--- src/drgs_pkg.sv ---
package drgs_pkg;

  // Fixed-point layout of the tracker.
  localparam int POS_INT_BITS    = 36;
  localparam int POS_FRAC_BITS   = 16;
  localparam int ANGLE_FRAC_BITS = 24;
  localparam int CORDIC_STEPS    = 24;

  // Field widths.
  localparam int ACT_W  = 3;
  localparam int DT_W   = 22;
  localparam int QUAT_W = 16;
  localparam int SPD_W  = 16;
  localparam int STAT_W = 8;
  localparam int FIX_W  = 36;
  localparam int ANG_W  = 27;
  localparam int DEG_W  = 26;
  localparam int POS_W  = POS_INT_BITS + POS_FRAC_BITS;

  // Configuration port.
  localparam int CFG_IDX_W = 1;
  localparam int CFG_W     = 22;
  localparam logic [CFG_IDX_W-1:0] CFG_IDX_THRESHOLD = 1'd0;
  localparam logic [CFG_IDX_W-1:0] CFG_IDX_MAX_STEP  = 1'd1;
  localparam logic [STAT_W-1:0]    THRESHOLD_RESET   = 8'd72;
  localparam logic [DT_W-1:0]      MAX_STEP_RESET    = 22'd1000000;

  // Event codes.
  localparam logic [ACT_W-1:0] ACT_TICK   = 3'd0;
  localparam logic [ACT_W-1:0] ACT_ORIENT = 3'd1;
  localparam logic [ACT_W-1:0] ACT_SPEED  = 3'd2;
  localparam logic [ACT_W-1:0] ACT_STATUS = 3'd3;
  localparam logic [ACT_W-1:0] ACT_FIX    = 3'd4;
  localparam logic [ACT_W-1:0] ACT_HEAD   = 3'd5;

  // Result kinds.
  localparam logic KIND_POSE    = 1'b0;
  localparam logic KIND_HEADING = 1'b1;

  // CORDIC datapath: x/y hold quaternion terms scaled by 2^20 plus gain.
  localparam int CW   = 58;
  localparam int ZW   = 34;
  localparam int CI_W = 5;
  localparam logic signed [ZW-1:0] PI_Q30      = 34'sd3373259426;
  localparam logic signed [ZW-1:0] HALF_PI_Q30 = 34'sd1686629713;
  localparam logic signed [CW-1:0] KINV_Q30    = 58'sd652032874;

  // Degree conversion: 180e5/pi in Q8.
  localparam logic [30:0] DEG_E5_Q8  = 31'd1466771956;
  localparam logic [26:0] DEG_E5_MAX = 27'd18000000;
  localparam int DEG_SH = ANGLE_FRAC_BITS + 8;

  // Distance divider: numerator speed*dt scaled by the position fraction.
  localparam int DIV_N_W = 56;
  localparam int DIV_R_W = 17;
  localparam int DIST_W  = 40;
  localparam logic [DIV_R_W:0] DIV_D = 18'd36000;

  // Shared multiplier operand width.
  localparam int MUL_W = 33;

  typedef struct packed {
    logic start;
    logic vec;
  } cordic_ctl_t;

  // Arctangent of 2^-i in Q30.
  function automatic logic [30:0] atan_q30(input logic [CI_W-1:0] i);
    logic [30:0] v;
    case (i)
      5'd0:  v = 31'd843314857;
      5'd1:  v = 31'd497837829;
      5'd2:  v = 31'd263043837;
      5'd3:  v = 31'd133525159;
      5'd4:  v = 31'd67021687;
      5'd5:  v = 31'd33543516;
      5'd6:  v = 31'd16775851;
      5'd7:  v = 31'd8388437;
      5'd8:  v = 31'd4194283;
      5'd9:  v = 31'd2097149;
      5'd31: v = 31'd0;
      default: v = 31'd1 << (5'd30 - i);
    endcase
    return v;
  endfunction

endpackage

--- src/drgs_cordic.sv ---
module drgs_cordic (
  input  logic                         clk,
  input  logic                         rst_n,
  input  drgs_pkg::cordic_ctl_t        ctl,
  input  logic signed [drgs_pkg::CW-1:0] x_in,
  input  logic signed [drgs_pkg::CW-1:0] y_in,
  input  logic signed [drgs_pkg::ZW-1:0] z_in,
  output logic                         done,
  output logic signed [drgs_pkg::CW-1:0] x_out,
  output logic signed [drgs_pkg::CW-1:0] y_out,
  output logic signed [drgs_pkg::ZW-1:0] z_out
);
  import drgs_pkg::*;

  logic                 busy_r;
  logic                 done_r;
  logic [CI_W-1:0]      cnt_r;
  logic                 vec_r;
  logic                 flip_r;
  logic                 zero_r;
  logic signed [CW-1:0] x_r;
  logic signed [CW-1:0] y_r;
  logic signed [ZW-1:0] z_r;

  logic signed [CW-1:0] dx;
  logic signed [CW-1:0] dy;
  logic signed [ZW-1:0] ang;
  logic                 rot_up;

  // One micro-rotation per cycle.
  assign dx     = x_r >>> cnt_r;
  assign dy     = y_r >>> cnt_r;
  assign ang    = $signed(ZW'(atan_q30(cnt_r)));
  assign rot_up = vec_r ? (y_r > 0) : (z_r < 0);

  always_ff @(posedge clk) begin
    if (!rst_n) begin
      busy_r <= 1'b0;
      done_r <= 1'b0;
    end else begin
      done_r <= 1'b0;
      if (ctl.start) begin
        busy_r <= 1'b1;
        cnt_r  <= '0;
        vec_r  <= ctl.vec;
        flip_r <= 1'b0;
        zero_r <= (x_in == 0) && (y_in == 0);
        if (ctl.vec) begin
          // Fold the left half plane onto the right one.
          if (x_in < 0) begin
            if (y_in >= 0) begin
              x_r <= y_in;
              y_r <= -x_in;
              z_r <= HALF_PI_Q30;
            end else begin
              x_r <= -y_in;
              y_r <= x_in;
              z_r <= -HALF_PI_Q30;
            end
          end else begin
            x_r <= x_in;
            y_r <= y_in;
            z_r <= '0;
          end
        end else begin
          // Bring the angle into the right half plane.
          x_r <= KINV_Q30;
          y_r <= '0;
          if (z_in > HALF_PI_Q30) begin
            z_r    <= z_in - PI_Q30;
            flip_r <= 1'b1;
          end else if (z_in < -HALF_PI_Q30) begin
            z_r    <= z_in + PI_Q30;
            flip_r <= 1'b1;
          end else begin
            z_r <= z_in;
          end
        end
      end else if (busy_r) begin
        if (rot_up) begin
          x_r <= x_r + dy;
          y_r <= y_r - dx;
          z_r <= z_r + ang;
        end else begin
          x_r <= x_r - dy;
          y_r <= y_r + dx;
          z_r <= z_r - ang;
        end
        cnt_r <= cnt_r + 1'b1;
        if (cnt_r == CI_W'(CORDIC_STEPS - 1)) begin
          busy_r <= 1'b0;
          done_r <= 1'b1;
        end
      end
    end
  end

  // Final sign fix and angle clamp.
  always_comb begin
    x_out = (!vec_r && flip_r) ? -x_r : x_r;
    y_out = (!vec_r && flip_r) ? -y_r : y_r;
    if (zero_r) begin
      z_out = '0;
    end else if (z_r > PI_Q30) begin
      z_out = PI_Q30;
    end else if (z_r < -PI_Q30) begin
      z_out = -PI_Q30;
    end else begin
      z_out = z_r;
    end
  end

  assign done = done_r;

endmodule

--- config.mk ---
export PLATFORM = sky130hd
export DESIGN_NAME = drgs_cordic
export DESIGN_NICKNAME = d
export VERILOG_FILES = /design/src/drgs_pkg.sv /design/src/drgs_cordic.sv
export SDC_FILE = /design/constraint.sdc
export NUM_CORES = 2
export LEC_CHECK = 0
export ABC_AREA = 1
export BUFFER_PORTS_ARGS = -buffer_cell sky130_fd_sc_hd__buf_2
export CORE_AREA = 2 2 367 369
export DETAILED_ROUTE_END_ITERATION = 10
export DIE_AREA = 0 0 369 371
export PLACE_DENSITY = 0.45
export RECOVER_POWER = 50
export SYNTH_ARGS = -nofsm -noshare
export SYNTH_HDL_FRONTEND = slang
export SYNTH_SLANG_ARGS = --single-unit
--- constraint.sdc ---
create_clock -name clk -period 7.11 [get_ports clk]
set_input_delay 2.133 -clock clk [delete_from_list [all_inputs] [get_ports clk]]
set_output_delay 2.133 -clock clk [all_outputs]
set_load 0.01 [all_outputs]
==> flow_summary.ini <==
[outcome]
outcome = finished, violations left
violations = max-capacitance violations, max-slew violations

[yosys]
yosysMostFrequentCell = nand2_1
ys_async_sr_fraction = 0
synth_top_area_frac = 0.171
ys.flop_type = edfxtp_1
yosysWarnings = 0
synth_edf_count = 158
synth_commonest_cells = nand2_1 (1,811), nand3_1 (995), nor2_1 (853), inv_1 (824), a21oi_1 (488)
synth_nets = 7516
syn_avg_cell_area_sq_um = 5.51
netlist_top_cells_area = nand2_1 (17%), nand3_1 (13%), edfxtp_1 (12%)
ys_types = 76
synthCells = 7196
synth_largest_area_cell = nand2_1
synthesis.area_sq_um = 39700
synth_seq_cells = 160
seq_area_frac_synth = 0.121

[floorplanning]
num_rows = 134
die-area_sq_um = 137000
dieWidth_um = 369
core_sq_um = 133000
die_y_um = 371
start_util = 0.299
boundaryPins = 305

[grt]
grt_pass1_wl_mm = 323
grt_max_degree = 167
grt_usage = 0.320
grt_pass1_vias = 46600
grt.overflow.total = 0
antenna_found_initial = 10

[placement]
place_congestion = 1.04
hpwl_mm = 190
portBuffers = 304
dp.cells = 9078
pre_cts_slack_ns = 0.585

[routing]
wire_per_inst_um = 25.1
vias_per_cell = 5.65
drt_wl_total_mm = 228
ant_nets = 0
vias = 51500
drc = 0
drt_iter0_markers = 6644
dr.pass1.iters = 9

[clocking]
post-cts-setup-buffers = 0
cts.sinks = 160
cts_hold_buf = 0
h-tree-depth = 4
cts_buffer_depth = 2
cts.clk_slew.worst_paths_ns = 0.07
cts_tree = built
cts_buffers = 17
worst_skew_pair.late_latency_ns = 0.56
post_cts_resize_count = 0
cts_root_buf = clkbuf_16

[critical_path]
worstSetupPathType = flip-flop to output pin
r2r_slack_ns = 0.44
critPathMaxFanout = 29
worstPathRequired_ns = 4.98
startpoint_type = flip-flop
end_kind = output pin
reg2regPathDepth = 23
r2r-start = y_r[39]
rr_endpoint = x_r[52]
worstPathArrival_ns = 4.77

[min_path]
hold_end = done
hold_path.class = flip-flop to flip-flop
holdPathStages = 2
holdCritStartpoint = busy_r

[timing]
relSlewSlack = -0.683
setup_tns_ns = 0
hold_violations = 0
rsz0062_at_grt = no
fin_skew_ns = 0.0371
period_share = 0.971
final.min_clock_period_ns = 6.90
worstMarginPinSlew_ns = 2.52
setup_viol = 0
drv_slew = 304
fin_ws_ns = 0.208
fmax_mhz = 145

[power]
leakage_nw = 20.1
ir_worst_vdd_mv = 0.249
power_density_nw_per_um2 = 347

[flow_run]
drv_cap = 8

[layout]
fin_nets = 7649
final_cells = 9114
syn_to_final_growth_pct = 9.21
fill_cells = 15500
drive_gt1_frac = 0.0819
## through the flow
stage	hold WS (ns)	power [W]	util	area, sq um
floorplan	0.452	0.00934	-	39700
finish	0.503	0.0151	0.326	43300
global route	0.556	0.0161	0.326	43300
global placement	0.566	0.0137	0.323	42800
CTS	0.585	0.0148	0.327	43400
detailed placement	0.575	0.0136	0.323	42800
## layout make-up
cell class | count | area (sq um) | share of cell area
flip-flops and latches | 160 | 4780 | 0.110
well taps | 1768 | 2210 | 0.0510
clock buffers | 18 | 429 | 0.00990
clock inverters | 14 | 191 | 0.00442
multi-input cells | 5889 | 30200 | 0.697
repair buffers | 395 | 2220 | 0.0512
diodes | 4 | 10.0 | 0.000231
inverters | 866 | 3270 | 0.0754
## registers in the layout, indices dropped and copies added, names as in the netlist
register and flops:
busy_r 1, cnt_r 5, done 1, flip_r 1, vec_r 1, x_r 58, y_r 58, z_r 34
zero_r 1
## power breakdown
part           switching, W  total [W]  leakage, nW  internal (W)
Sequential         0.000910    0.00239         1.55       0.00148
Combinational       0.00799     0.0116         18.2       0.00361
Clock              0.000507    0.00107        0.304      0.000564
Total               0.00941     0.0151         20.1       0.00565
## worst max path at each step
| stage | startpoint | endpoint | slack [ns] | depth (start not counted) |
|---|---|---|---|---|
| 6_report | vec_r | x_out[24] | 0.21 | 7 |
| 4_1_cts | y_r[39] | x_r[52] | 0.55 | 23 |
| 5_1_grt | vec_r | x_out[24] | 0.17 | 7 |
| 2_1_floorplan | ctl[1] | cnt_r[0] | 0.52 | 4 |
| 3_3_place_gp | y_r[39] | x_r[52] | 0.63 | 23 |
| 3_5_place_dp | y_r[39] | x_r[52] | 0.59 | 23 |
## critical path, cell delays in order, from the launching register on
cell      delay, ns
edfxtp_1       0.45
inv_1          0.13
nand2_2        0.28
inv_1          1.20
clkbuf_1       1.05
o21ai_0        0.30
xnor2_1        0.53
buf_2          0.24
## placed cells by master (no fill, tap or decap), types with 78 or more instances in the layout
master,count
nand2_1,1810
nand3_1,995
nor2_1,854
inv_1,821
a21oi_1,488
o21ai_0,384
buf_2,265
xor2_1,212
ha_1,163
edfxtp_1,158
nor3_1,143
nand4_1,102
xnor2_1,93
o211ai_1,78
## per-layer routing
layer	global-route usage	wire (um)	up-vias
li1	-	-	24300
met1	0.453	101000	24300
met2	0.461	92700	2513
met3	0.0808	24900	310
met4	0.120	9450	6
met5	0	38	-
## cell families after synthesis
kind of cell,after synthesis,synth area share
DFF,160,0.121
AOI/OAI and AO/OA,1249,0.180
muxes,7,0.00177
adders and majority gates,166,0.0529
and+or+nand+nor,4160,0.459
xor gates and xnor gates,307,0.0681
buffers and inverters,1147,0.118
Power figures use the tool's default switching activity.
