## config.mk

```make
export PLATFORM = sky130hd
export DESIGN_NAME = drgs_div
export DESIGN_NICKNAME = d
export VERILOG_FILES = /design/src/drgs_pkg.sv /design/src/drgs_div.sv
export SDC_FILE = /design/constraint.sdc
export NUM_CORES = 1
export LEC_CHECK = 0
export ABC_AREA = 1
export BUFFER_PORTS_ARGS = -buffer_cell sky130_fd_sc_hd__buf_2
export CAP_MARGIN = 10
export CORE_UTILIZATION = 40
export CTS_CLUSTER_SIZE = 25
export DETAILED_ROUTE_END_ITERATION = 8
export SLEW_MARGIN = 25
export SYNTH_ARGS = -nofsm -noshare
export SYNTH_HDL_FRONTEND = slang
export SYNTH_SLANG_ARGS = --single-unit
```

## constraint.sdc

```tcl
create_clock -name clk -period 12.8 [get_ports clk]
set_input_delay 1.92 -clock clk [delete_from_list [all_inputs] [get_ports clk]]
set_output_delay 1.92 -clock clk [all_outputs]
set_load 0.01 [all_outputs]
```

## src/drgs_pkg.sv

```systemverilog
package drgs_pkg;

  // Fixed-point layout of the tracker.
  localparam int POS_INT_BITS    = 36;
  localparam int POS_FRAC_BITS   = 16;
  localparam int ANGLE_FRAC_BITS = 24;
  localparam int CORDIC_STEPS    = 24;

  // Field widths.
  localparam int ACT_W  = 3;
  localparam int DT_W   = 22;
  localparam int QUAT_W = 16;
  localparam int SPD_W  = 16;
  localparam int STAT_W = 8;
  localparam int FIX_W  = 36;
  localparam int ANG_W  = 27;
  localparam int DEG_W  = 26;
  localparam int POS_W  = POS_INT_BITS + POS_FRAC_BITS;

  // Configuration port.
  localparam int CFG_IDX_W = 1;
  localparam int CFG_W     = 22;
  localparam logic [CFG_IDX_W-1:0] CFG_IDX_THRESHOLD = 1'd0;
  localparam logic [CFG_IDX_W-1:0] CFG_IDX_MAX_STEP  = 1'd1;
  localparam logic [STAT_W-1:0]    THRESHOLD_RESET   = 8'd72;
  localparam logic [DT_W-1:0]      MAX_STEP_RESET    = 22'd1000000;

  // Event codes.
  localparam logic [ACT_W-1:0] ACT_TICK   = 3'd0;
  localparam logic [ACT_W-1:0] ACT_ORIENT = 3'd1;
  localparam logic [ACT_W-1:0] ACT_SPEED  = 3'd2;
  localparam logic [ACT_W-1:0] ACT_STATUS = 3'd3;
  localparam logic [ACT_W-1:0] ACT_FIX    = 3'd4;
  localparam logic [ACT_W-1:0] ACT_HEAD   = 3'd5;

  // Result kinds.
  localparam logic KIND_POSE    = 1'b0;
  localparam logic KIND_HEADING = 1'b1;

  // CORDIC datapath: x/y hold quaternion terms scaled by 2^20 plus gain.
  localparam int CW   = 58;
  localparam int ZW   = 34;
  localparam int CI_W = 5;
  localparam logic signed [ZW-1:0] PI_Q30      = 34'sd3373259426;
  localparam logic signed [ZW-1:0] HALF_PI_Q30 = 34'sd1686629713;
  localparam logic signed [CW-1:0] KINV_Q30    = 58'sd652032874;

  // Degree conversion: 180e5/pi in Q8.
  localparam logic [30:0] DEG_E5_Q8  = 31'd1466771956;
  localparam logic [26:0] DEG_E5_MAX = 27'd18000000;
  localparam int DEG_SH = ANGLE_FRAC_BITS + 8;

  // Distance divider: numerator speed*dt scaled by the position fraction.
  localparam int DIV_N_W = 56;
  localparam int DIV_R_W = 17;
  localparam int DIST_W  = 40;
  localparam logic [DIV_R_W:0] DIV_D = 18'd36000;

  // Shared multiplier operand width.
  localparam int MUL_W = 33;

  typedef struct packed {
    logic start;
    logic vec;
  } cordic_ctl_t;

  // Arctangent of 2^-i in Q30.
  function automatic logic [30:0] atan_q30(input logic [CI_W-1:0] i);
    logic [30:0] v;
    case (i)
      5'd0:  v = 31'd843314857;
      5'd1:  v = 31'd497837829;
      5'd2:  v = 31'd263043837;
      5'd3:  v = 31'd133525159;
      5'd4:  v = 31'd67021687;
      5'd5:  v = 31'd33543516;
      5'd6:  v = 31'd16775851;
      5'd7:  v = 31'd8388437;
      5'd8:  v = 31'd4194283;
      5'd9:  v = 31'd2097149;
      5'd31: v = 31'd0;
      default: v = 31'd1 << (5'd30 - i);
    endcase
    return v;
  endfunction

endpackage

```

## src/drgs_div.sv

```systemverilog
module drgs_div (
  input  logic                            clk,
  input  logic                            rst_n,
  input  logic                            start,
  input  logic [drgs_pkg::DIV_N_W-1:0]    num_in,
  output logic                            done,
  output logic [drgs_pkg::DIST_W-1:0]     quot
);
  import drgs_pkg::*;

  // Long division by 36000 in radix 2^16. Since 36000 = 32 * 1125, each digit
  // drops five bits and multiplies by a rounded-up reciprocal of 1125, which is
  // exact for every 27-bit partial dividend.
  localparam int DIG_W  = 16;
  localparam int PAD_W  = 64;
  localparam int T_W    = 2 * DIG_W;
  localparam int TS_W   = T_W - 5;
  localparam int RCP_W  = 28;
  localparam int RCP_SH = 38;
  localparam int PRD_W  = TS_W + RCP_W;
  localparam logic [RCP_W-1:0] RECIP   = 28'd244335918;
  localparam logic [DIG_W-1:0] DIVISOR = DIV_D[DIG_W-1:0];

  logic                busy_r;
  logic                done_r;
  logic                phase_r;
  logic [1:0]          cnt_r;
  logic [PAD_W-1:0]    num_r;
  logic [DIG_W-1:0]    rem_r;
  logic [T_W-1:0]      t_r;
  logic [DIG_W-1:0]    dig_r;
  logic [DIST_W-1:0]   q_r;

  logic [T_W-1:0]      t_cur;
  logic [PRD_W-1:0]    est;
  logic [T_W-1:0]      back;

  // Partial dividend, digit estimate and the amount it takes away.
  assign t_cur = {rem_r, num_r[PAD_W-1 -: DIG_W]};
  assign est   = PRD_W'(t_cur[T_W-1:5]) * PRD_W'(RECIP);
  assign back  = T_W'(dig_r) * T_W'(DIVISOR);

  // Each digit in two steps: estimate the digit, then form the remainder.
  always_ff @(posedge clk) begin
    if (!rst_n) begin
      busy_r <= 1'b0;
      done_r <= 1'b0;
    end else begin
      done_r <= 1'b0;
      if (start) begin
        busy_r  <= 1'b1;
        phase_r <= 1'b0;
        cnt_r   <= '0;
        num_r   <= PAD_W'(num_in);
        rem_r   <= '0;
        q_r     <= '0;
      end else if (busy_r) begin
        if (!phase_r) begin
          t_r     <= t_cur;
          dig_r   <= est[RCP_SH +: DIG_W];
          phase_r <= 1'b1;
        end else begin
          rem_r   <= DIG_W'(t_r - back);
          q_r     <= {q_r[DIST_W-DIG_W-1:0], dig_r};
          num_r   <= {num_r[PAD_W-DIG_W-1:0], {DIG_W{1'b0}}};
          phase_r <= 1'b0;
          cnt_r   <= cnt_r + 1'b1;
          if (cnt_r == 2'd3) begin
            busy_r <= 1'b0;
            done_r <= 1'b1;
          end
        end
      end
    end
  end

  assign done = done_r;
  assign quot = q_r;

endmodule

```

==> metrics.txt <==
PortBufs=99; Via density=4.81; Crit-path slowest cell=edfxtp_1; antenna violations before repair=0; Die H=213 µm; # IOs=100; Post-Synth Adder-Cell Area=0.432; XOR/XNOR share of the synthesized area=0.00541; yosys warns=0; clock skew=0.0216 ns; CTS sink cnt=157; GR Overflow Total=0; row cnt=76; Post-Syn Area=17800 µm²; DRT antenna net count=0; Routability Congestion=1.03; Syn Area/Cell=9.16 µm²; CP required=12.98 ns; Remaining DRCs=0; CTS Buffer Depth=2; aggregate global-route resource usage=0.219; tightest hold margin=0.416 ns; fraction of layout cells with a size suffix above 1=0.0823; routed length per instance=17.7 µm; # diodes=0; Setup Viol. Count Final=0; Pre-antenna DRT Iters=5; largest net degree at the start of global routing=73; flops & latches, synth=157; r2r worst-path depth=23; Post-Synth Simple-Gate Area=0.144; CTS H-tree lvls=4; Crit Reg-Reg Startpoint=num_r[61]$_SDFFCE_PP0P_; first-pass GRT wire length=74600 µm; crit-path cells=inv_1 -> fa_1 -> inv_1 -> fa_1 -> fa_1 -> fa_1 -> inv_1 -> fa_1 -> inv_1 -> fa_1 -> inv_1 -> fa_1 -> inv_1 -> ha_1 -> nand2_1 -> nand2_1 -> a21oi_1 -> a21boi_0 -> nor2_1 -> nor2_1 -> nand3_1 -> nand2_1 -> nand2_1; Final Cycle Share=0.496; cell depth of the worst hold path=0; CTS buffer count=17; DRT iter0 DRCs=733; slew at the pin with the worst max-slew slack=0.816 ns; Top cell by count, worst path=fa_1; fmax=0.158 GHz; Mapped Cells=1945; post-synth top area share=0.261; Cell variety after synth=37; CP startpoint kind=flop; die area=45400 µm²; hpwl dp=40000 µm; Setup TNS=0 ns; fill count=4192; Std-Cell Core Area=43500 µm²; Arrival @ worst endpoint=6.53 ns; Max Cap Violations=0; max incr delay on CP=0.72 ns; Die Wd=213 µm; Worst setup EP type=flop; root buffer cell=clkbuf_16; Worst-Skew Late Latency=0.45 ns; largest area contributor in the netlist=edfxtp_1; max_slew headroom=0.451; Synth Area in Compound Gates=0.0483; final net count=2607; Worst Setup Path Type=reg2reg; Hold WC Path Type=reg2reg; Vias=12700; vias in the first global route=13300; post-CTS setup buffers=0; Post-Syn Nets=2499; crit-path max FO=9; Hold Crit Start=num_r[52]$_DFFE_PP_; outcome=finished clean; multiplexer share of the synthesized area=0; Initial Utilization=0.410; RSZ-0062 raised after global routing=no; CTS tree=done; P&R area growth vs syn=10.1%; Synth area leaders=edfxtp_1, fa_1, ha_1; Critical Path Start=num_r[61]$_SDFFCE_PP0P_; Final min period=6.35 ns; sequential fraction of the synthesis area=0.264; post-cts resize count=0; total routed wirelength=47000 µm; Final Hold Vio Count=0; main combinational cell family by area after synthesis=adder cells; fin. max-slew vios=0; Clk pin slew, worst setup/hold paths=0.07 ns; hold_buf cts=0
-- synth_stat cells --
library cell,instances
inv_1,479
nand2_1,380
ha_1,295
fa_1,200
edfxtp_1,155
nor2_1,135
a21oi_1,77
nand3_1,50
o21ai_0,42
nand4_1,18
clkbuf_1,17
nor3_1,10
o21bai_1,10
nor2_2,8
nor3_2,7
inv_2,6
nand2_2,6
xor2_1,6
a21o_1,5
o21a_1,5
xnor2_1,5
a21boi_0,4
a31oi_1,3
nand3b_1,3
o21ai_1,3
clkinv_1,2
dfxtp_1,2
nor4_1,2
o31ai_1,2
buf_1,1
nand3_2,1
nor2_4,1
nor4_2,1
o2111ai_1,1
o211a_1,1
o21ai_2,1
o31a_1,1
-- layout make-up --
cell class                 instances  area, µm²  share of cell area
timing repair buffer             107        558              0.0284
tap                              585        732              0.0373
multi-input combinational       1283      11200               0.573
clock buffer                      17        425              0.0217
inverter                         487       1830              0.0932
sequential                       157       4690               0.239
clock inverter                    15        143             0.00727
-- cell families (layout without fill, tap and decap cells) --
group | after synthesis | count (layout)
adders and majority gates | 495 | 495
and+or+nand+nor | 622 | 622
buffers and inverters | 505 | 626
xor gates and xnor gates | 11 | 11
AOI/OAI and AO/OA | 155 | 155
DFF | 157 | 157
-- critical path, delay by kind of cell (launching register included) --
kind                       cells  cell delay [ns]
AOI/OAI and AO/OA              2             0.65
adders and majority gates      8             3.56
buffers and inverters          6             0.50
DFF                            1             0.72
and+or+nand+nor                7             0.66
-- path summary, 6_finish.rpt --
kind,to,slack (ns)
worst min register to register,t_r[4]$_DFFE_PP_,0.42
worst min-delay path,t_r[4]$_DFFE_PP_,0.42
worst max-delay path,dig_r[7]$_DFFE_PP_,6.45
worst max register to register,dig_r[7]$_DFFE_PP_,6.45
-- placed cells by master (no fill, tap or decap), types with 17 or more instances in the layout --
| cell | n |
|---|---|
| fa_1 | 200 |
| inv_1 | 479 |
| ha_1 | 295 |
| nand2_1 | 380 |
| a21oi_1 | 77 |
| clkbuf_16 | 17 |
| o21ai_0 | 42 |
| nand4_1 | 18 |
| edfxtp_1 | 155 |
| nor2_1 | 135 |
| nand3_1 | 50 |
| buf_2 | 98 |
-- routing by layer --
metal | wire (µm) | part of all wire | up-vias | global-route usage
met2 | 21900 | 0.47 | 234 | 0.354
met1 | 22700 | 0.48 | 6132 | 0.308
li1 | - | - | 6324 | -
met4 | 1070 | 0.023 | 0 | 0.0623
met5 | 0 | 0 | - | 0
met3 | 1380 | 0.029 | 52 | 0.0256
-- state kept, by name, summed over array words and instances (netlist names) --
signal	flops
busy_r	1
cnt_r	2
dig_r	16
done	1
num_r	64
phase_r	1
quot	40
rem_r	16
t_r	16
-- stage by stage --
stage	instances	utilization	instance area (µm²)	setup WS, ns
after floorplan	1945	-	17800	1.46
after global placement	2619	0.438	19000	6.56
after detailed placement	2619	0.438	19000	6.47
after CTS	2651	0.451	19600	6.47
after global routing	2651	0.451	19600	6.12
final	2651	0.451	19600	6.45
Power is left out: the tool's default activity adds up to more than one toggle a clock period on the data nets, which glitch-free logic cannot reach.
